$ cat src/sha_pkg.sv
package sha_pkg;

   typedef enum logic [1:0] {
      CMD_BLOCK  = 2'd0,
      CMD_DIGEST = 2'd1
   } cmd_type;

   typedef struct packed {
      cmd_type      cmd;
      logic [511:0] block;
   } job_type;

   typedef enum logic [1:0] {
      BK_IDLE  = 2'd0,
      BK_ROUND = 2'd1,
      BK_FOLD  = 2'd2,
      BK_EMIT  = 2'd3
   } back_state_type;

   typedef enum logic [1:0] {
      FR_BYTES = 2'd0,
      FR_PAD   = 2'd1,
      FR_LEN   = 2'd2
   } front_state_type;

   localparam int QUEUE_DEPTH = 2;

   function automatic logic [31:0] round_k(input logic [5:0] i);
      logic [31:0] k [64];
      k = '{
         32'h428a2f98,32'h71374491,32'hb5c0fbcf,32'he9b5dba5,32'h3956c25b,32'h59f111f1,
         32'h923f82a4,32'hab1c5ed5,32'hd807aa98,32'h12835b01,32'h243185be,32'h550c7dc3,
         32'h72be5d74,32'h80deb1fe,32'h9bdc06a7,32'hc19bf174,32'he49b69c1,32'hefbe4786,
         32'h0fc19dc6,32'h240ca1cc,32'h2de92c6f,32'h4a7484aa,32'h5cb0a9dc,32'h76f988da,
         32'h983e5152,32'ha831c66d,32'hb00327c8,32'hbf597fc7,32'hc6e00bf3,32'hd5a79147,
         32'h06ca6351,32'h14292967,32'h27b70a85,32'h2e1b2138,32'h4d2c6dfc,32'h53380d13,
         32'h650a7354,32'h766a0abb,32'h81c2c92e,32'h92722c85,32'ha2bfe8a1,32'ha81a664b,
         32'hc24b8b70,32'hc76c51a3,32'hd192e819,32'hd6990624,32'hf40e3585,32'h106aa070,
         32'h19a4c116,32'h1e376c08,32'h2748774c,32'h34b0bcb5,32'h391c0cb3,32'h4ed8aa4a,
         32'h5b9cca4f,32'h682e6ff3,32'h748f82ee,32'h78a5636f,32'h84c87814,32'h8cc70208,
         32'h90befffa,32'ha4506ceb,32'hbef9a3f7,32'hc67178f2};
      return k[i];
   endfunction

   function automatic logic [31:0] initial_hash(input logic [2:0] i);
      logic [31:0] h [8];
      h = '{32'h6a09e667,32'hbb67ae85,32'h3c6ef372,32'ha54ff53a,
            32'h510e527f,32'h9b05688c,32'h1f83d9ab,32'h5be0cd19};
      return h[i];
   endfunction

   function automatic logic [31:0] ror(input logic [31:0] x, input int n);
      return (x >> n) | (x << (32 - n));
   endfunction

endpackage

$ cat src/sha_queue.sv
module sha_queue import sha_pkg::*; (
   input  logic    clock,
   input  logic    reset,
   input  logic    in_valid,
   output logic    in_ready,
   input  job_type in_job,
   output logic    out_valid,
   input  logic    out_ready,
   output job_type out_job
);

   job_type    mem_ff [QUEUE_DEPTH];
   logic       wr_ff, rd_ff;
   logic [1:0] cnt_ff;
   logic       push, pop;

   assign in_ready  = cnt_ff != 2'(QUEUE_DEPTH);
   assign out_valid = cnt_ff != 2'd0;
   assign out_job   = mem_ff[rd_ff];
   assign push      = in_valid && in_ready;
   assign pop       = out_valid && out_ready;

   always_ff @(posedge clock) begin
      if (reset) begin
         wr_ff  <= 1'b0;
         rd_ff  <= 1'b0;
         cnt_ff <= '0;
      end else begin
         if (push) wr_ff <= ~wr_ff;
         if (pop) rd_ff <= ~rd_ff;
         cnt_ff <= cnt_ff + 2'(push) - 2'(pop);
      end
      if (push) mem_ff[wr_ff] <= in_job;
   end

endmodule

$ cat config.mk
export PLATFORM = sky130hd
export DESIGN_NAME = sha_queue
export DESIGN_NICKNAME = d
export VERILOG_FILES = /design/src/sha_pkg.sv /design/src/sha_queue.sv
export SDC_FILE = /design/constraint.sdc
export NUM_CORES = 1
export LEC_CHECK = 0
export ABC_CLOCK_PERIOD_IN_PS = 22800
export BUFFER_PORTS_ARGS = -buffer_cell sky130_fd_sc_hd__buf_2
export CORE_AREA = 5 5 403 405
export DETAILED_ROUTE_END_ITERATION = 10
export DIE_AREA = 0 0 408 410
export MAX_ROUTING_LAYER = met4
export SETUP_SLACK_MARGIN = 0.1
export SKIP_LAST_GASP = 1
export SLEW_MARGIN = 10
export SYNTH_ARGS = -nofsm -noshare
export SYNTH_HDL_FRONTEND = slang
export SYNTH_SLANG_ARGS = --single-unit
$ cat constraint.sdc
create_clock -name clock -period 22.8 [get_ports clock]
set_input_delay 1.14 -clock clock [delete_from_list [all_inputs] [get_ports clock]]
set_output_delay 1.14 -clock clock [all_outputs]
set_load 0.02 [all_outputs]
# After elaboration in Yosys (flattened, before gate mapping)
# Memory sizes are Yosys's and may differ from the RTL's. A register that Yosys moved wholly into a read port is not among the register bits.
# Index checks and enable logic that the tools add are counted.
# Widths: inputs -> output; s select.
# word_totals
reg_bits	4
ramBits	1028
inputBits	518
output_inout_bits	516
n_memories	1
# classes
n_addsub	2
eq_ne	1
muxes	4
bitwise_logic	2
n_reduce_logical	3
# mem_list
memory	words	width	rd	rd_clocked_by_memory_dff	wr	line_no	rtl
mem_ff	2	514	1	1	1	sha_queue.sv:12	job_type mem_ff [QUEUE_DEPTH];
# ops
op	n
$mux 1	4
$add 2x1->2	1
$logic_and 1x1->1	2
$ne 2x2->1 const B	1
$not 1->1	2
$reduce_bool 2->1	1
$sub 2x1->2	1

# Logic depth before layout (Yosys ltp)
# logic_depth
ltp_word	4
ltp_mapped	8

# Worst setup path before layout
# OpenSTA, ideal clock, no wires.
# synth_timing
kind	in2reg
from	in in_valid
to	mem mem_ff[0][0] (netlist name) (enable)
setup_ns	1.404
t_arrival_ns	22.487
setup_slack_ns	-1.091
cell_stages	2
path_buffers	0
path_cell_list	nand2_1 nor2_1
# synth_between
elab_chain_len	3
# synth_lines
element	line_no	rtl
from (decl)	sha_queue.sv:4	input logic in_valid,
$logic_and 1x1->1	sha_queue.sv:20	assign push = in_valid && in_ready;
$mux 1	sha_queue.sv:33	if (push) mem_ff[wr_ff] <= in_job;
$mux 1 (not written as such)	sha_queue.sv:33	
to (decl)	sha_queue.sv:12	
# Every way passes these cells.

==> summary.txt <==
Placed design
  • Gpl congestion: 0.864
  • Hpwl dp: 91.5 mm
  • PortBufs: 1033

STA
  • Final Setup Violations: 0
  • Max Slew Vio Count: 0
  • Slew headroom: 0.264
  • Post-route clock period utilization: 0.329
  • Worst slew pin tran: 1100 ps
  • Final TNS setup: 0 ps
  • RSZ-0062 raised after global routing: no
  • Clock Skews: 24.0 ps
  • Tmin final: 7490 ps
  • Final hold violation count: 0
  • Achievable frequency: 133 MHz
  • Hold_ws: 510 ps

Routing
  • Drt initial violations: 1360
  • DRT Pass-1 Iters: 7
  • Drc violations: 0
  • Via count: 19949
  • Post-detailed-route count of antenna-violating nets: 0
  • Wire per inst: 24.0 um
  • DRT Wirelength: 119 mm
  • Drt via density: 4.02

Synthesis
  • Post-synth EDFFs: 1028
  • Sequential share of the synthesized area: 0.788
  • Ys flop type: edfxtp_1
  • Commonest cells post-synth: edfxtp_1, mux2_4, mux2_2
  • Ys async rst share: 0
  • Library cells used by synthesis: 19
  • Post-synthesis xor/xnor area fraction: 0.000669
  • Simple-Gate Fraction of Synth Area: 0.00137
  • Area share of the largest cell type after synthesis: 0.786
  • Post-synthesis mux area share: 0.192
  • Synth Register Bits: 1033
  • Compound-cell area share of the yosys netlist: 0.000191
  • Average size of a mapped cell: 24.2 um2
  • Mapped Cells: 1623
  • Count leader, synth: edfxtp_1
  • Post-synth top area cell: edfxtp_1
  • Syn. warnings: 0
  • Main combinational cell family by area after synthesis: multiplexers
  • Post-Syn Nets: 2143
  • Largest cells by area after synthesis: edfxtp_1, mux2_4, mux2_2
  • Adder-cell share of the synthesized area: 0.000637
  • Netlist Area Pre-Place: 39300 um2

Global routing
  • Global Route Usage Sum: 0.140
  • Largest net degree at the start of global routing: 160
  • First-pass GRT wire length: 162 mm
  • Vias in the first global route: 21009
  • Initial antenna violation count: 100
  • Grt ovf: 0

Critical path
  • Crit path to: out_job[402]
  • Cells on worst reg2reg path: 7
  • CP cell instances: buf_4 > buf_4 > buf_4 > buf_4 > buf_4 > mux2_4 > buf_2
  • Crit-path slowest cell: buf_4
  • Reg2Reg Setup Slack: 18110 ps
  • Element type at the critical path end: primary output
  • Critical path's top delay family: buffers and inverters
  • CP Buf/Inv Count: 6
  • Cell mode on critical path: buf_4
  • Path type of the worst setup path: register to primary output
  • CP Depth: 7
  • Reg-to-Reg End: mem_ff[0][341]
  • Crit path max fanout: 62
  • Reg2Reg Launch Point: cnt_ff[0]
  • Critical Path Start Type: register
  • CP peak stage delay: 920 ps
  • Critical path arrival: 6350 ps
  • Worst Path Required: 21660 ps

Floorplanning
  • Die area: 167000 um2
  • Core area: 158000 um2
  • # IOs: 1034
  • Die Wd: 408 um
  • DIE HEIGHT: 410 um
  • Core Rows: 146
  • Initial core utilization: 0.249

Pwr
  • Pwr Total: 5.83 mW
  • Lkg Pwr: 19.0 nW
  • VDD IR max: 79.0 uV
  • Cell Pwr Density: 116 nW/um2

Finish
  • Fill cell total of the finished layout: 15319
  • Share of layout cells above drive strength 1: 0.608
  • Register area: 31000 um2
  • Area used by multi-input combinational logic: 7650 um2
  • Layout net count: 3251
  • Area Overhead vs Synth: 27.7%

Clock tree
  • Clk pin slew, worst setup/hold paths: 60 ps
  • Clk_lat worst skew: 690 ps
  • Hold Buf Count CTS: 0
  • Postcts setup bufs: 0
  • Clock tree buffer depth: 3
  • TritonCTS buffer count: 108
  • CTS tree: built
  • Clk sinks: 1033
  • Htree depth: 3
  • Post_cts resized: 0
  • CTS Root Buffer Type: clkbuf_16

Outcome
  • Status: finished clean

Hold path
  • Hold crit path type: register to register
  • Hold_sp: rd_ff

Run
  • Max Cap Viol: 0
==> worst reg2reg max path: stages, from the launching register on <==
cell and delay (ps):
dfxtp_1 350, nand2b_1 180, nand2_1 150, nor2_4 290
buf_4 590, buf_12 640, buf_4 1090, buf_4 930
==> state kept, by name, indices dropped and copies added, names as in the netlist, named ones only <==
| register | cells |
|---|---|
| rd_ff | 1 |
| wr_ff | 1 |
| cnt_ff | 2 |
| mem_ff | 1028 |
==> through the flow <==
stage	area (um2)	utilization	setup WS [ps]	std cells
after floorplan	39300	-	7640	1623
after global placement	46600	0.295	16020	4693
after detailed placement	46600	0.295	15990	4693
after CTS	50000	0.317	15170	4894
after global routing	50200	0.317	14990	4954
final	50200	0.318	15310	4958
==> placed cells by master, fill, tap and decap left out, types with 2 or more instances in the layout <==
| cell type | n |
|---|---|
| clkinvlp_4 | 6 |
| clkbuf_1 | 38 |
| clkinv_1 | 19 |
| bufinv_16 | 8 |
| edfxtp_1 | 1028 |
| nor2_1 | 4 |
| buf_4 | 19 |
| inv_6 | 2 |
| mux2_4 | 460 |
| xnor2_1 | 2 |
| diode_2 | 64 |
| buf_12 | 3 |
| ha_1 | 2 |
| nor2b_1 | 2 |
| dfxtp_1 | 4 |
| clkbuf_16 | 109 |
| mux2_2 | 54 |
| buf_2 | 1033 |
| clkinv_2 | 15 |
| clkinv_16 | 3 |
==> worst min-delay path by stage <==
| stage | depth (start not counted) | endpoint | slack, ps |
|---|---|---|---|
| 2_1_floorplan | 2 | register | 480 |
| 3_3_place_gp | 2 | register | 490 |
| 3_5_place_dp | 2 | register | 500 |
| 4_1_cts | 1 | mem_ff[1][76] | 510 |
| 5_1_grt | 1 | mem_ff[0][326] | 550 |
| 6_report | 2 | register | 510 |
==> logic make-up after synthesis <==
| family | after synthesis |
|---|---|
| xor+xnor | 3 |
| fa+ha+maj | 2 |
| flops | 1033 |
| buf+inv | 58 |
| mux | 515 |
| compound gates | 1 |
| simple gates | 11 |
==> metal layers <==
layer / GRT usage / share of wire / up-vias
li1: - / - / 8840
met1: 0.140 / 0.35 / 10018
met2: 0.253 / 0.53 / 889
met3: 0.0545 / 0.092 / 202
met4: 0.0414 / 0.030 / 0
met5: - / 0 / -
==> power breakdown <==
group	total, mW	internal (mW)	leakage [nW]	switching (mW)
registers	2.47	2.39	9.65	0.0783
logic	1.67	0.678	7.73	0.993
clock network	1.70	0.975	1.64	0.721
total	5.83	4.04	19.0	1.79
==> cell type report <==
| type | instances | area share |
|---|---|---|
| flip-flops and latches | 1033 | 0.617 |
| clock buffers | 147 | 0.0572 |
| clock inverters | 54 | 0.0111 |
| multi-input cells | 532 | 0.152 |
| well taps | 2072 | 0.0517 |
| diodes | 64 | 0.00319 |
| repair buffers | 1055 | 0.107 |
| inverters | 1 | 0.0000748 |
Note: power is estimated with default switching activity, not from simulation.
