==> src/sha_pkg.sv <==
package sha_pkg;

   typedef enum logic [1:0] {
      CMD_BLOCK  = 2'd0,
      CMD_DIGEST = 2'd1
   } cmd_type;

   typedef struct packed {
      cmd_type      cmd;
      logic [511:0] block;
   } job_type;

   typedef enum logic [1:0] {
      BK_IDLE  = 2'd0,
      BK_ROUND = 2'd1,
      BK_FOLD  = 2'd2,
      BK_EMIT  = 2'd3
   } back_state_type;

   typedef enum logic [1:0] {
      FR_BYTES = 2'd0,
      FR_PAD   = 2'd1,
      FR_LEN   = 2'd2
   } front_state_type;

   localparam int QUEUE_DEPTH = 2;

   function automatic logic [31:0] round_k(input logic [5:0] i);
      logic [31:0] k [64];
      k = '{
         32'h428a2f98,32'h71374491,32'hb5c0fbcf,32'he9b5dba5,32'h3956c25b,32'h59f111f1,
         32'h923f82a4,32'hab1c5ed5,32'hd807aa98,32'h12835b01,32'h243185be,32'h550c7dc3,
         32'h72be5d74,32'h80deb1fe,32'h9bdc06a7,32'hc19bf174,32'he49b69c1,32'hefbe4786,
         32'h0fc19dc6,32'h240ca1cc,32'h2de92c6f,32'h4a7484aa,32'h5cb0a9dc,32'h76f988da,
         32'h983e5152,32'ha831c66d,32'hb00327c8,32'hbf597fc7,32'hc6e00bf3,32'hd5a79147,
         32'h06ca6351,32'h14292967,32'h27b70a85,32'h2e1b2138,32'h4d2c6dfc,32'h53380d13,
         32'h650a7354,32'h766a0abb,32'h81c2c92e,32'h92722c85,32'ha2bfe8a1,32'ha81a664b,
         32'hc24b8b70,32'hc76c51a3,32'hd192e819,32'hd6990624,32'hf40e3585,32'h106aa070,
         32'h19a4c116,32'h1e376c08,32'h2748774c,32'h34b0bcb5,32'h391c0cb3,32'h4ed8aa4a,
         32'h5b9cca4f,32'h682e6ff3,32'h748f82ee,32'h78a5636f,32'h84c87814,32'h8cc70208,
         32'h90befffa,32'ha4506ceb,32'hbef9a3f7,32'hc67178f2};
      return k[i];
   endfunction

   function automatic logic [31:0] initial_hash(input logic [2:0] i);
      logic [31:0] h [8];
      h = '{32'h6a09e667,32'hbb67ae85,32'h3c6ef372,32'ha54ff53a,
            32'h510e527f,32'h9b05688c,32'h1f83d9ab,32'h5be0cd19};
      return h[i];
   endfunction

   function automatic logic [31:0] ror(input logic [31:0] x, input int n);
      return (x >> n) | (x << (32 - n));
   endfunction

endpackage

==> src/sha_front.sv <==
module sha_front import sha_pkg::*; (
   input  logic     clock,
   input  logic     reset,
   input  logic     req_valid,
   output logic     req_ready,
   input  logic [7:0] req_data_byte,
   input  logic     req_has_byte,
   input  logic     req_end_of_message,
   output logic     job_valid,
   input  logic     job_ready,
   output job_type  job
);

   logic [511:0]    buf_ff, buf_in;
   logic [63:0]     count_ff, count_in;
   logic [63:0]     len_ff, len_in;
   front_state_type state_ff, state_in;
   logic [5:0]      fill;

   assign fill = count_ff[8:3];

   always_ff @(posedge clock) begin
      if (reset) begin
         state_ff <= FR_BYTES;
         count_ff <= '0;
      end else begin
         state_ff <= state_in;
         count_ff <= count_in;
      end
      buf_ff <= buf_in;
      len_ff <= len_in;
   end

   always_comb begin
      state_in  = state_ff;
      count_in  = count_ff;
      buf_in    = buf_ff;
      len_in    = len_ff;
      req_ready = 1'b0;
      job_valid = 1'b0;
      job.cmd   = CMD_BLOCK;
      job.block = buf_ff;
      case (state_ff)
         FR_BYTES: begin
            // a byte is taken only while the queue is ready, so a full buffer is queued at once
            req_ready = job_ready;
            if (req_valid && job_ready) begin
               if (req_has_byte) begin
                  buf_in[511 - 8 * fill -: 8] = req_data_byte;
                  count_in = count_ff + 64'd8;
                  if (fill == 6'd63) begin
                     job_valid = 1'b1;
                     job.block = buf_in;
                  end
               end
               if (req_end_of_message) begin
                  len_in   = count_in;
                  state_in = FR_PAD;
               end
            end
         end
         FR_PAD: begin
            buf_in[511 - 8 * count_ff[8:3] -: 8] = 8'h80;
            for (int i = 0; i < 64; i++)
               if (6'(i) > count_ff[8:3]) buf_in[511 - 8 * i -: 8] = 8'h00;
            if (count_ff[8:3] >= 6'd56) begin
               job_valid = 1'b1;
               job.block = buf_in;
               if (job_ready) begin
                  buf_in   = '0;
                  state_in = FR_LEN;
               end
            end else begin
               state_in = FR_LEN;
            end
         end
         FR_LEN: begin
            job_valid = 1'b1;
            job.cmd   = CMD_DIGEST;
            job.block = {buf_ff[511:64], len_ff};
            if (job_ready) begin
               count_in = '0;
               state_in = FR_BYTES;
            end
         end
         default: state_in = FR_BYTES;
      endcase
   end

endmodule

==> config.mk <==
export PLATFORM = sky130hd
export DESIGN_NAME = sha_front
export DESIGN_NICKNAME = d
export VERILOG_FILES = /design/src/sha_pkg.sv /design/src/sha_front.sv
export SDC_FILE = /design/constraint.sdc
export NUM_CORES = 2
export LEC_CHECK = 0
export BUFFER_PORTS_ARGS = -buffer_cell sky130_fd_sc_hd__buf_4
export CORE_MARGIN = 2
export CORE_UTILIZATION = 36
export CTS_BUF_LIST = sky130_fd_sc_hd__clkbuf_8
export CTS_CLUSTER_SIZE = 30
export DETAILED_ROUTE_END_ITERATION = 8
export GPL_ROUTABILITY_DRIVEN = 1
export HOLD_SLACK_MARGIN = 0.12
export PLACE_DENSITY_LB_ADDON = 0.2
export SLEW_MARGIN = 20
export SYNTH_ARGS = -nofsm -noshare
export SYNTH_HDL_FRONTEND = slang
export SYNTH_SLANG_ARGS = --single-unit
==> constraint.sdc <==
create_clock -name clock -period 69.7 [get_ports clock]
set_input_delay 6.97 -clock clock [delete_from_list [all_inputs] [get_ports clock]]
set_output_delay 6.97 -clock clock [all_outputs]
set_load 0.02 [all_outputs]
# Yosys cells after proc, flatten, opt, wreduce, memory -nomap -nowiden
# Cells that the tools add are included.
# word_totals
out_inout_bits,516
regBits,642
elab_cells,184
in_bits,14
# op_classes
n_addsub,3
shifts,3
eq_ne,8
n_reduce_logical,8
n_mux,93
order_cmp,65
# ops
cell,count
$mux 512,8
$pmux 512 s3,1
$bwmux 512,2
$pmux 512 s2,1
$shift 8x34->519 const A,1
$shiftx 8x34->519,1
$shiftx 8x34->519 const A,1
$mux 8,64
$gt 6x6->1 const A,32
$mux 64,3
$pmux 64 s2,1
$gt 5x6->1 const A,16
$add 64x4->64 const B,1
$gt 4x6->1 const A,8
$neg 32->34,1
$gt 3x6->1 const A,4
$gt 1x6->1 const A,2
$gt 2x6->1 const A,2
$mux 2,5
$sub 9x9->10 const A,1
$reduce_and 3->1,3
$ne 2x2->1 const B,4
$eq 6x6->1 const B,1
$ge 6x6->1 const B,1
10 further kinds,16

# Logic depth before layout (Yosys ltp)
# depth
word_depth,8
ltp_mapped,11
mapped_depth_nobuf,7

# Worst setup path before layout
# Ideal clock, no wire load.
# synth_path
path_type,input to register
from,input port job_ready
to,register buf_ff[0] (enable)
setup_ps,1559
t_arrival_ps,32132
n_path_buf,2
required_time_ps,68141
path_slack_ps,36010
cell_stages,4
path_cell_list,clkbuf_1 -> buf_1 -> nand3_1 -> a21oi_1
# synth_between
elab_chain_cells,3
# synth_rtl
element,line_no,text
"start, declared",sha_front.sv:10,"input logic job_ready,"
$logic_and 1x1->1,sha_front.sv:47,if (req_valid && job_ready) begin
$ne 2x2->1 (no line),--,
$reduce_and 3->1 (no line),--,
"end signal, assigned",sha_front.sv:30,buf_ff <= buf_in;
"end, declared",sha_front.sv:14,"logic [511:0] buf_ff, buf_in;"
# No other way between the ends.
# A chain may end at the register's enable or synchronous reset.

==> impl_results.md <==
* Status: finished, final reports clean
* Final worst-path cycle share at 24.6%
* Hold Fails Final Rpt at 0
* Core Rows at 110
* PD cells at 22.7 nW/um^2
* Yosys warnings at 0
* Largest area contributor in the netlist: edfxtp_1
* First-pass GRT wire length at 191000 um
* Tot GR Track Use at 27.8%
* Hold path cells at 2
* Non-filler instance count after layout at 4453
* Post-synth EDFFs at 573
* R2r startpoint: state_ff[1]
* CP delay by family, top: simple AND/OR/NAND/NOR gates
* Inserted Clock Buffers at 113
* Share of cells above drive strength 1 at 24.6%
* CTS H-tree lvls at 3
* Initial core utilization at 36.5%
* Final Critical Period at 17170 ps
* Critical Path, Cell by Cell: buf_4 > nand4bb_1 > nor3_2 > buf_4 > a31oi_1 > o31ai_1 > a32o_1 > buf_4
* Synth top area cells: edfxtp_1 (52%), a22o_1 (10%), clkbuf_1 (7.1%)
* Hold crit path type: reg -> reg
* Detailed Routing Iterations Pass 1 at 6
* Remaining global-route overflow at 0
* Layout Nets at 3207
* Netlist cell types at 76
* Clock Sinks at 636
* Worst-margin pin slew at 1230 ps
* Setup TNS at 0 ps
* Detail Placement HPWL at 97000 um
* Mean routed wirelength per cell at 30.7 um
* Top-area cell type share of the netlist area at 52.3%
* Post-Syn Instances at 3134
* Largest net degree at the start of global routing at 206
* CP max FO at 21
* Mapped Avg Cell Area at 10.5 um^2
* CP arrival at 10200 ps
* CTS clk-pin slew, worst paths at 60 ps
* Worst skew pair latency at 790 ps
* Leak Pwr at 15.0 nW
* Final wirelength at 137000 um
* RR Endpoint: buf_ff[213]
* Post-route DRC at 0
* Worst setup SP type: input pin
* Postcts setup bufs at 0
* CTS Hold Bufs at 0
* CP required at 62730 ps
* I/O Buffers at 528
* Die Ht at 306 um
* Final Util at 42.8%
* Longest Clk Path Bufs at 3
* Clock skew at 62.7 ps
* Yosys reg bits at 636
* Cells after DPL at 4246
* Most used DFF post-synth: edfxtp_1
* Critical path class: in -> out
* RSZ-0062 raised after global routing: no
* Crit. End Element: primary output
* CTS resizes at 0
* CTS tree: built
* Root Buffer: clkbuf_8
* HP Start: count_ff[63]
* Vias at 27644
* Syn_nets at 3155
* Vias/cell at 6.21
* Post-DRT Antenna Nets at 0
* Max incr delay on CP at 940 ps
* Hold Path End: count_ff[63]
* Max-slew violation count at 0
* Layout area overhead at 17.3%
* Final Setup Violations at 0
* Gpl congestion at 0.921
* Max_slew headroom at 17.9%
* Initial DRC Count at 3489
* Reg2reg setup slack at 65560 ps
* Cell area after synthesis at 32900 um^2
* Vias in the first global route at 25912
* Maxcap violations at 0
* Final Total Pwr at 875 uW
* Layout fillers at 8553
* Core Region at 90300 um^2
* Initial antenna violation count at 6
* Post-synth top cells: clkbuf_1 (622), edfxtp_1 (573), a22o_1 (377), nor2_1 (221), nand2_1 (213)
* Worst VDD drop at 0.0116 mV
* Most frequent cell after synthesis: clkbuf_1
* Fmax achieved at 0.0583 GHz
* Post-synthesis sequential area ratio at 56.1%
* Die footprint at 93900 um^2
* Boundary Pins at 530
* FF-to-FF path depth at 8
* Critical Path Most Common Cell: buf_4
* Die Wd at 306 um
* Critical path buffer and inverter count at 3
* CP max stage cell: nor3_2
* Async SR Flop Fraction at 0%
## per-layer routing
layer / track usage [%] / up-vias / routed length, um
li1: - / 11711 / -
met3: 6.39 / 300 / 12500
met1: 35.3 / 13938 / 53400
met4: 13.0 / 8 / 6410
met2: 45.1 / 1687 / 64500
met5: 0 / - / 56
## state kept, by name, summed over array words and instances, names as in the netlist
register  count
count_ff     61
len_ff       61
state_ff      2
buf_ff      512
## how the worst max path moves through the flow
stage | from | to | cells after the start | slack [ps]
2_1_floorplan | job_ready | buf_ff[0] | 4 | 36010
3_3_place_gp | job_ready | job[0] | 8 | 52790
3_5_place_dp | job_ready | job[1] | 8 | 52670
4_1_cts | job_ready | job[1] | 8 | 52670
5_1_grt | job_ready | job[0] | 8 | 52380
6_report | job_ready | job[1] | 8 | 52530
## area by class of cell
class	instances	area (um^2)	area share, %
Multi-Input combinational cell	1825	12000	31.1
Timing Repair Buffer	593	4490	11.6
Inverter	17	63.8	0.165
Sequential cell	636	18500	47.8
Clock buffer	117	1610	4.17
Clock inverter	86	489	1.27
Antenna cell	3	7.51	0.0194
Tap cell	1176	1470	3.81
## where the power goes
group,internal [mW],switching (mW)
clock,0.168,0.172
sequential,0.434,0.00986
combinational,0.0325,0.0598
total,0.634,0.242
## through the flow
step	area, um^2	hold slack [ps]	setup slack (ps)
after floorplan	32900	467	36010
after global placement	36500	482	52790
after detailed placement	36500	496	52670
after CTS	38600	501	52670
after global routing	38600	536	52380
final	38600	510	52530
## tightest hold or removal path: stages (launching register included)
cell and delay, ps:
dfxtp_1 330, nand2_1 60, o21ai_0 60
## kinds of logic (layout without fill, tap and decap cells)
kind of cell	Yosys count	after routing	share of synthesized area (%)
xor gates and xnor gates	59	59	1.57
AOI/OAI and AO/OA	981	981	22.5
other	1	4	0.0114
and+or+nand+nor	754	754	11.1
muxes	23	23	0.722
adders and majority gates	7	7	0.266
buffers and inverters	673	813	7.76
DFF	636	636	56.1
## placed cells by master (no fill, tap or decap), types with 15 or more instances in the layout
| cell type | instances |
|---|---|
| a21oi_1 | 152 |
| clkinv_2 | 18 |
| a22oi_1 | 28 |
| nand2_1 | 212 |
| buf_4 | 590 |
| o21ai_0 | 139 |
| nand3_1 | 69 |
| a22o_1 | 377 |
| nand4_1 | 34 |
| nor2_1 | 209 |
| o2bb2ai_1 | 36 |
| mux2i_1 | 17 |
| and2_1 | 27 |
| a31oi_1 | 17 |
| inv_1 | 49 |
| nor3_1 | 36 |
| o31ai_1 | 16 |
| clkbuf_8 | 117 |
| edfxtp_1 | 573 |
| dfxtp_1 | 59 |
| xnor2_1 | 32 |
| and3_1 | 50 |
| a32o_1 | 44 |
| clkinv_1 | 20 |
| and4_1 | 15 |
| o22a_1 | 49 |
| xor2_1 | 27 |
Note: power is estimated with default switching activity, not from simulation.
