===== config.mk =====
export PLATFORM = sky130hd
export DESIGN_NAME = sha_core
export DESIGN_NICKNAME = d
export VERILOG_FILES = /design/src/sha_pkg.sv /design/src/sha_core.sv
export SDC_FILE = /design/constraint.sdc
export NUM_CORES = 2
export LEC_CHECK = 0
export BUFFER_PORTS_ARGS = -buffer_cell sky130_fd_sc_hd__buf_4
export CORE_ASPECT_RATIO = 0.75
export CORE_MARGIN = 1
export CORE_UTILIZATION = 45
export CTS_CLUSTER_SIZE = 16
export DETAILED_ROUTE_END_ITERATION = 10
export GPL_TIMING_DRIVEN = 0
export SYNTH_ARGS = -nofsm -noshare
export SYNTH_HDL_FRONTEND = slang
export SYNTH_SLANG_ARGS = --single-unit

===== constraint.sdc =====
create_clock -name clock -period 76.1 [get_ports clock]
set_input_delay 22.83 -clock clock [delete_from_list [all_inputs] [get_ports clock]]
set_output_delay 22.83 -clock clock [all_outputs]
set_load 0.01 [all_outputs]

===== src/sha_pkg.sv =====
package sha_pkg;

   typedef enum logic [1:0] {
      CMD_BLOCK  = 2'd0,
      CMD_DIGEST = 2'd1
   } cmd_type;

   typedef struct packed {
      cmd_type      cmd;
      logic [511:0] block;
   } job_type;

   typedef enum logic [1:0] {
      BK_IDLE  = 2'd0,
      BK_ROUND = 2'd1,
      BK_FOLD  = 2'd2,
      BK_EMIT  = 2'd3
   } back_state_type;

   typedef enum logic [1:0] {
      FR_BYTES = 2'd0,
      FR_PAD   = 2'd1,
      FR_LEN   = 2'd2
   } front_state_type;

   localparam int QUEUE_DEPTH = 2;

   function automatic logic [31:0] round_k(input logic [5:0] i);
      logic [31:0] k [64];
      k = '{
         32'h428a2f98,32'h71374491,32'hb5c0fbcf,32'he9b5dba5,32'h3956c25b,32'h59f111f1,
         32'h923f82a4,32'hab1c5ed5,32'hd807aa98,32'h12835b01,32'h243185be,32'h550c7dc3,
         32'h72be5d74,32'h80deb1fe,32'h9bdc06a7,32'hc19bf174,32'he49b69c1,32'hefbe4786,
         32'h0fc19dc6,32'h240ca1cc,32'h2de92c6f,32'h4a7484aa,32'h5cb0a9dc,32'h76f988da,
         32'h983e5152,32'ha831c66d,32'hb00327c8,32'hbf597fc7,32'hc6e00bf3,32'hd5a79147,
         32'h06ca6351,32'h14292967,32'h27b70a85,32'h2e1b2138,32'h4d2c6dfc,32'h53380d13,
         32'h650a7354,32'h766a0abb,32'h81c2c92e,32'h92722c85,32'ha2bfe8a1,32'ha81a664b,
         32'hc24b8b70,32'hc76c51a3,32'hd192e819,32'hd6990624,32'hf40e3585,32'h106aa070,
         32'h19a4c116,32'h1e376c08,32'h2748774c,32'h34b0bcb5,32'h391c0cb3,32'h4ed8aa4a,
         32'h5b9cca4f,32'h682e6ff3,32'h748f82ee,32'h78a5636f,32'h84c87814,32'h8cc70208,
         32'h90befffa,32'ha4506ceb,32'hbef9a3f7,32'hc67178f2};
      return k[i];
   endfunction

   function automatic logic [31:0] initial_hash(input logic [2:0] i);
      logic [31:0] h [8];
      h = '{32'h6a09e667,32'hbb67ae85,32'h3c6ef372,32'ha54ff53a,
            32'h510e527f,32'h9b05688c,32'h1f83d9ab,32'h5be0cd19};
      return h[i];
   endfunction

   function automatic logic [31:0] ror(input logic [31:0] x, input int n);
      return (x >> n) | (x << (32 - n));
   endfunction

endpackage


===== src/sha_core.sv =====
module sha_core import sha_pkg::*; (
   input  logic        clock,
   input  logic        reset,
   input  logic        job_valid,
   output logic        job_ready,
   input  job_type     job,
   output logic        rsp_valid,
   input  logic        rsp_ready,
   output logic [31:0] rsp_digest_word,
   output logic [2:0]  rsp_word_index,
   output logic        rsp_last_word
);

   back_state_type state_ff, state_in;
   logic [31:0]    h_ff [8];
   logic [31:0]    v_ff [8];
   logic [31:0]    w_ff [16];
   logic [5:0]     rnd_ff;
   logic [2:0]     idx_ff;
   logic           digest_ff;
   logic [31:0]    t1, t2, s0, s1, wn;

   always_comb begin
      t1 = v_ff[7] + (ror(v_ff[4], 6) ^ ror(v_ff[4], 11) ^ ror(v_ff[4], 25))
         + ((v_ff[4] & v_ff[5]) ^ (~v_ff[4] & v_ff[6])) + round_k(rnd_ff) + w_ff[0];
      t2 = (ror(v_ff[0], 2) ^ ror(v_ff[0], 13) ^ ror(v_ff[0], 22))
         + ((v_ff[0] & v_ff[1]) ^ (v_ff[0] & v_ff[2]) ^ (v_ff[1] & v_ff[2]));
      s1 = ror(w_ff[14], 17) ^ ror(w_ff[14], 19) ^ (w_ff[14] >> 10);
      s0 = ror(w_ff[1], 7) ^ ror(w_ff[1], 18) ^ (w_ff[1] >> 3);
      wn = s1 + w_ff[9] + s0 + w_ff[0];
   end

   always_comb begin
      state_in  = state_ff;
      job_ready = 1'b0;
      case (state_ff)
         BK_IDLE: begin
            job_ready = 1'b1;
            if (job_valid) state_in = BK_ROUND;
         end
         BK_ROUND: if (rnd_ff == 6'd63) state_in = BK_FOLD;
         BK_FOLD:  state_in = digest_ff ? BK_EMIT : BK_IDLE;
         BK_EMIT:  if (rsp_ready && idx_ff == 3'd7) state_in = BK_IDLE;
         default:  state_in = BK_IDLE;
      endcase
   end

   assign rsp_valid       = state_ff == BK_EMIT;
   assign rsp_digest_word = h_ff[idx_ff];
   assign rsp_word_index  = idx_ff;
   assign rsp_last_word   = idx_ff == 3'd7;

   always_ff @(posedge clock) begin
      if (reset) begin
         state_ff <= BK_IDLE;
         rnd_ff   <= '0;
         idx_ff   <= '0;
         for (int i = 0; i < 8; i++) h_ff[i] <= initial_hash(3'(i));
      end else begin
         state_ff <= state_in;
         case (state_ff)
            BK_IDLE: begin
               rnd_ff <= '0;
               idx_ff <= '0;
            end
            BK_ROUND: rnd_ff <= rnd_ff + 6'd1;
            BK_FOLD: for (int i = 0; i < 8; i++) h_ff[i] <= h_ff[i] + v_ff[i];
            BK_EMIT: if (rsp_ready) begin
               idx_ff <= idx_ff + 3'd1;
               if (idx_ff == 3'd7)
                  for (int i = 0; i < 8; i++) h_ff[i] <= initial_hash(3'(i));
            end
            default: ;
         endcase
      end
      if (state_ff == BK_IDLE && job_valid) begin
         digest_ff <= job.cmd == CMD_DIGEST;
         for (int i = 0; i < 16; i++) w_ff[i] <= job.block[511 - 32 * i -: 32];
         for (int i = 0; i < 8; i++) v_ff[i] <= h_ff[i];
      end else if (state_ff == BK_ROUND) begin
         for (int i = 0; i < 15; i++) w_ff[i] <= w_ff[i + 1];
         w_ff[15] <= wn;
         v_ff[0] <= t1 + t2;
         v_ff[1] <= v_ff[0];
         v_ff[2] <= v_ff[1];
         v_ff[3] <= v_ff[2];
         v_ff[4] <= v_ff[3] + t1;
         v_ff[5] <= v_ff[4];
         v_ff[6] <= v_ff[5];
         v_ff[7] <= v_ff[6];
      end
   end

endmodule


# ---- Word level (Yosys, flattened, before mapping)
# Memory sizes are Yosys's and may differ from the RTL's. A register that Yosys moved wholly into a read port is not among the register bits.
# Cells that the tools add are included.
dict set report totals {
  ramBits 1024
  elab_cells 182
  reg_bits 12
  memories 4
  input_bits 518
  out_inout_bits 38
  rom_bits 2048
}
dict set report classes {
  eq_ne 10
  bitwise_logic 68
  mux 68
  magnitude_cmp 1
  reduce_logical 7
  addsub 20
}
# name depth width read_ports rd_clocked_by_memory_dff write_ports line_no
set memory_table {}
lappend memory_table {{(name not given)} 64 32 1 0 0 sha_pkg.sv:42} ;# return k[i];
lappend memory_table {w_ff 16 32 16 0 16 sha_core.sv:17} ;# logic [31:0] w_ff [16];
lappend memory_table {h_ff 8 32 9 1 8 sha_core.sv:15} ;# logic [31:0] h_ff [8];
lappend memory_table {v_ff 8 32 8 0 8 sha_core.sv:16} ;# logic [31:0] v_ff [8];
# operator count
set op_table {}
lappend op_table {{2-to-1 mux 32 bit} 42}
lappend op_table {{adder 32 bit} 18}
lappend op_table {{XOR 32 bit} 9}
lappend op_table {{AND 32 bit} 5}
lappend op_table {{OR 1 bit} 40}
lappend op_table {{NOT 32 bit} 1}
lappend op_table {{OR 10 x 32 -> 32 bit} 1}
lappend op_table {{OR 13 x 32 -> 32 bit} 1}
lappend op_table {{OR 14 x 32 -> 32 bit} 1}
lappend op_table {{OR 15 x 32 -> 32 bit} 1}
lappend op_table {{OR 19 x 32 -> 32 bit} 1}
lappend op_table {{OR 21 x 32 -> 32 bit} 1}
lappend op_table {{OR 25 x 32 -> 32 bit} 1}
lappend op_table {{OR 26 x 32 -> 32 bit} 1}
lappend op_table {{OR 30 x 32 -> 32 bit} 1}
lappend op_table {{OR 7 x 32 -> 32 bit} 1}
lappend op_table {{XOR 32 x 22 -> 32 bit} 1}
lappend op_table {{XOR 32 x 29 -> 32 bit} 1}
lappend op_table {{2-to-1 mux 1 bit} 16}
lappend op_table {{one-hot mux 6 bit (2 select lines)} 1}
lappend op_table {{2-to-1 mux 3 bit} 3}
lappend op_table {{2-to-1 mux 2 bit} 4}
lappend op_table {{one-hot mux 2 bit (4 select lines)} 1}
lappend op_table {{>= comparator 7 bit, second input constant} 1}
lappend op_table {{other kinds (15)} 21}

# ---- Depth between registers and ports, before layout
# An unclocked memory read counts as a cell.
dict set report logic_depth {
  ltp_word 10
  depth_mapped 42
  depth_no_buf 40
}

# ---- Worst setup path before layout
# No wires, ideal clock.
dict set report synth_path {
  kind {input to register}
  start {input job_valid}
  end {memory v_ff[0][0] (enable)}
  setup_ps 5315
  t_arrival_ps 35965
  stages 4
  slack_ps 34820
  path_buffers 2
  required_time_ps 70785
  cell_sequence {nand2_1 clkbuf_1 clkbuf_1 nand2_1}
}
# element line_no
set synth_lines {}
lappend synth_lines {{from (decl)} sha_core.sv:4} ;# input logic job_valid,
lappend synth_lines {{to (decl)} sha_core.sv:16}

==> summary.txt <==
Die area: 0.1582 mm2
Hold Path Sink: h_ff[7][31]
Die X-Extent: 459.0 um
Final setup viols: 0
Layout cells sized above 1: 10.77%
Cell row count: 125
Initial DRC count: 8,682
PortBufs: 553
Least-Margin Pin Slew: 1.567 ns
Largest fanout on the critical path: 10
Total detailed-routing wirelength: 308.6 mm
RSZ-0062 raised after global routing: no
Reg2reg start: rnd_ff[0]
Final Util: 52.44%
CTS tree: yes
TritonCTS Buffers: 112
Yosys warnings: 0
Slowest cell on crit path: buf_1
Library cells used by synthesis: 77
Drt drc: 0
Seq/Total Area, Yosys: 42.25%
Maximum clock insertion buffer count: 3
Synth area leader: edfxtp_1
Critical path data arrival time: 3.80 ns
Worst-path clk slew: 0.06 ns
Clock Latency Late Sink: 0.80 ns
R2R Path End: v_ff[0][29]
DP HPWL: 248.4 mm
TNS Setup: 0 ns
Hold depth: 1
WS Path Type: flip-flop to output pin
Mapped Cells: 7,659
CTS H-Tree Depth: 3
Global route overflow: 0
Failing checks: capacitance limit, slew limit
Area Overhead vs Synth: 15.44%
Bufs and invs on worst path: 3
Post-Synth Simple-Gate Area: 17.99%
Max incr delay on CP: 0.77 ns
Postcts setup bufs: 0
First-pass GRT wire length: 427.3 mm
Mux share of post-synthesis cell area: 3.478%
Vias/cell: 5.917
I/O pin total: 556
Initial Util: 45.43%
Chip height: 344.7 um
Syn avg cell area: 9.203 um2
EDFF count, synth: 897
Worst reg-to-reg path cell count: 38
RD Place Congestion: 1.050
Achievable Freq: 0.03756 GHz
Gr usage total: 38.23%
Post-Syn Area: 0.07048 mm2
Period minus WS final: 26.63 ns
Status: finished, violations left
Top-count cell post-synth: nand2_1
Fin. Hold Viols: 0
Startpoint type of the worst setup path: flip-flop
Vias: 62.50k
Slew HR: -4.478%
Clock Tree Root: clkbuf_16
Max-slew violations: 34
Critical Path RT: 53.27 ns
Largest family of logic cells by synthesized area: simple AND/OR/NAND/NOR gates
Antenna-violating nets left: 0
Post-synthesis xor/xnor area fraction: 7.058%
Worst Hold Class: flip-flop to flip-flop
Compound-Gate Fraction of Synth Area: 12.80%
Final nets: 9,458
Yosys reg bits: 1,039
Vias in the first global route: 58.24k
Routed len/inst: 29.22 um
Hold Crit Start: h_ff[7][31]
Hold_buf cts: 0
Synth area leaders: edfxtp_1 (38%), nand2_1 (13%), ha_1 (7.0%)
Clk sinks: 1,039
DR pass1 iterations: 6
Fin crit share: 34.99%
Initial antenna violation count: 32
CP top delay family: buffers and inverters
Final clock skew: 0.08850 ns
Worst path depth: 5
Post-synth top cells: nand2_1 (2,492), edfxtp_1 (897), a21oi_1 (430)
Pin count of the biggest net entering global routing: 74
Crit. End Element: output pin
Max cap viols: 5
Ordered cell list for the critical path: clkbuf_2, buf_1, mux4_2, mux2_2, buf_4
Adder-Cell Fraction of Synth Area: 12.61%
Synth Flop Type: edfxtp_1
Post-CTS sizing: 0
Core Area: 0.1551 mm2
Post-Syn Nets: 8,767
Synth top area share: 38.22%
Share of flip-flops with an asynchronous set or reset: 0%
Setup slack, reg-to-reg: 62.74 ns
metal layers:
layer	part of all wire [%]	up-vias	track usage, %
li1	-	27780	-
met1	44	30710	55.99
met2	41	3569	54.55
met3	12	434	9.836
met4	3.5	12	12.79
met5	0.030	-	0
sequential cells by signal, indices dropped and copies added, names as in the netlist, named ones only:
signal / cells
w_ff: 512
digest_ff: 1
rsp_word_index: 3
rnd_ff: 6
h_ff: 256
state_ff: 2
v_ff: 256
how the worst max path moves through the flow:
stage / from / endpoint / slack [ns]
2_1_floorplan: job_valid / v_ff[0][0] / 34.82
3_3_place_gp: job_valid / w_ff[0][128] / 24.06
3_5_place_dp: reset / h_ff[1][1] / 49.03
4_1_cts: flip-flop / rsp_digest_word[9] / 49.40
5_1_grt: flip-flop / rsp_digest_word[9] / 49.35
6_report: flip-flop / rsp_digest_word[9] / 49.47
cells by family after synthesis:
logic type	Yosys count
simple gates	3149
fa+ha+maj	594
flops	1039
buf+inv	718
compound gates	1443
xor+xnor	568
mux	148
placed cells by master (no fill, tap or decap), drive strengths merged, types with 186 or more instances in the layout:
master and n:
xnor2 382, xor2 186, a21oi 432, buf 619
a21o 196, clkbuf 487, inv 334, o21ai 381
ha 395, nor2 262, nand2 2492, fa 195
edfxtp 897
layout make-up:
cell class / count / area, um2
Multi-Input combinational cell: 5902 / 38030
Timing Repair Buffer: 577 / 4678
Buffer: 388 / 1471
Tap cell: 2095 / 2621
Inverter: 330 / 1244
Clock buffer: 141 / 2922
Sequential cell: 1039 / 29780
Antenna cell: 24 / 60.06
Fill cell: 14800 / 73780
Clock inverter: 67 / 559.3
through the flow:
step                instance area (um2)  hold WS, ns  cells  setup WS, ns
CTS                               81280       0.4925  10540         49.40
detailed placement                77790       0.4836  10330         49.03
global route                      81350       0.5122  10560         49.35
finish                            81370       0.4944  10560         49.47
floorplan                         70480       0.4469   7659         34.82
global placement                  77260       0.4767  10310         24.06
Power is left out: the tool's default activity adds up to more than one toggle a clock period on the data nets, which glitch-free logic cannot reach.
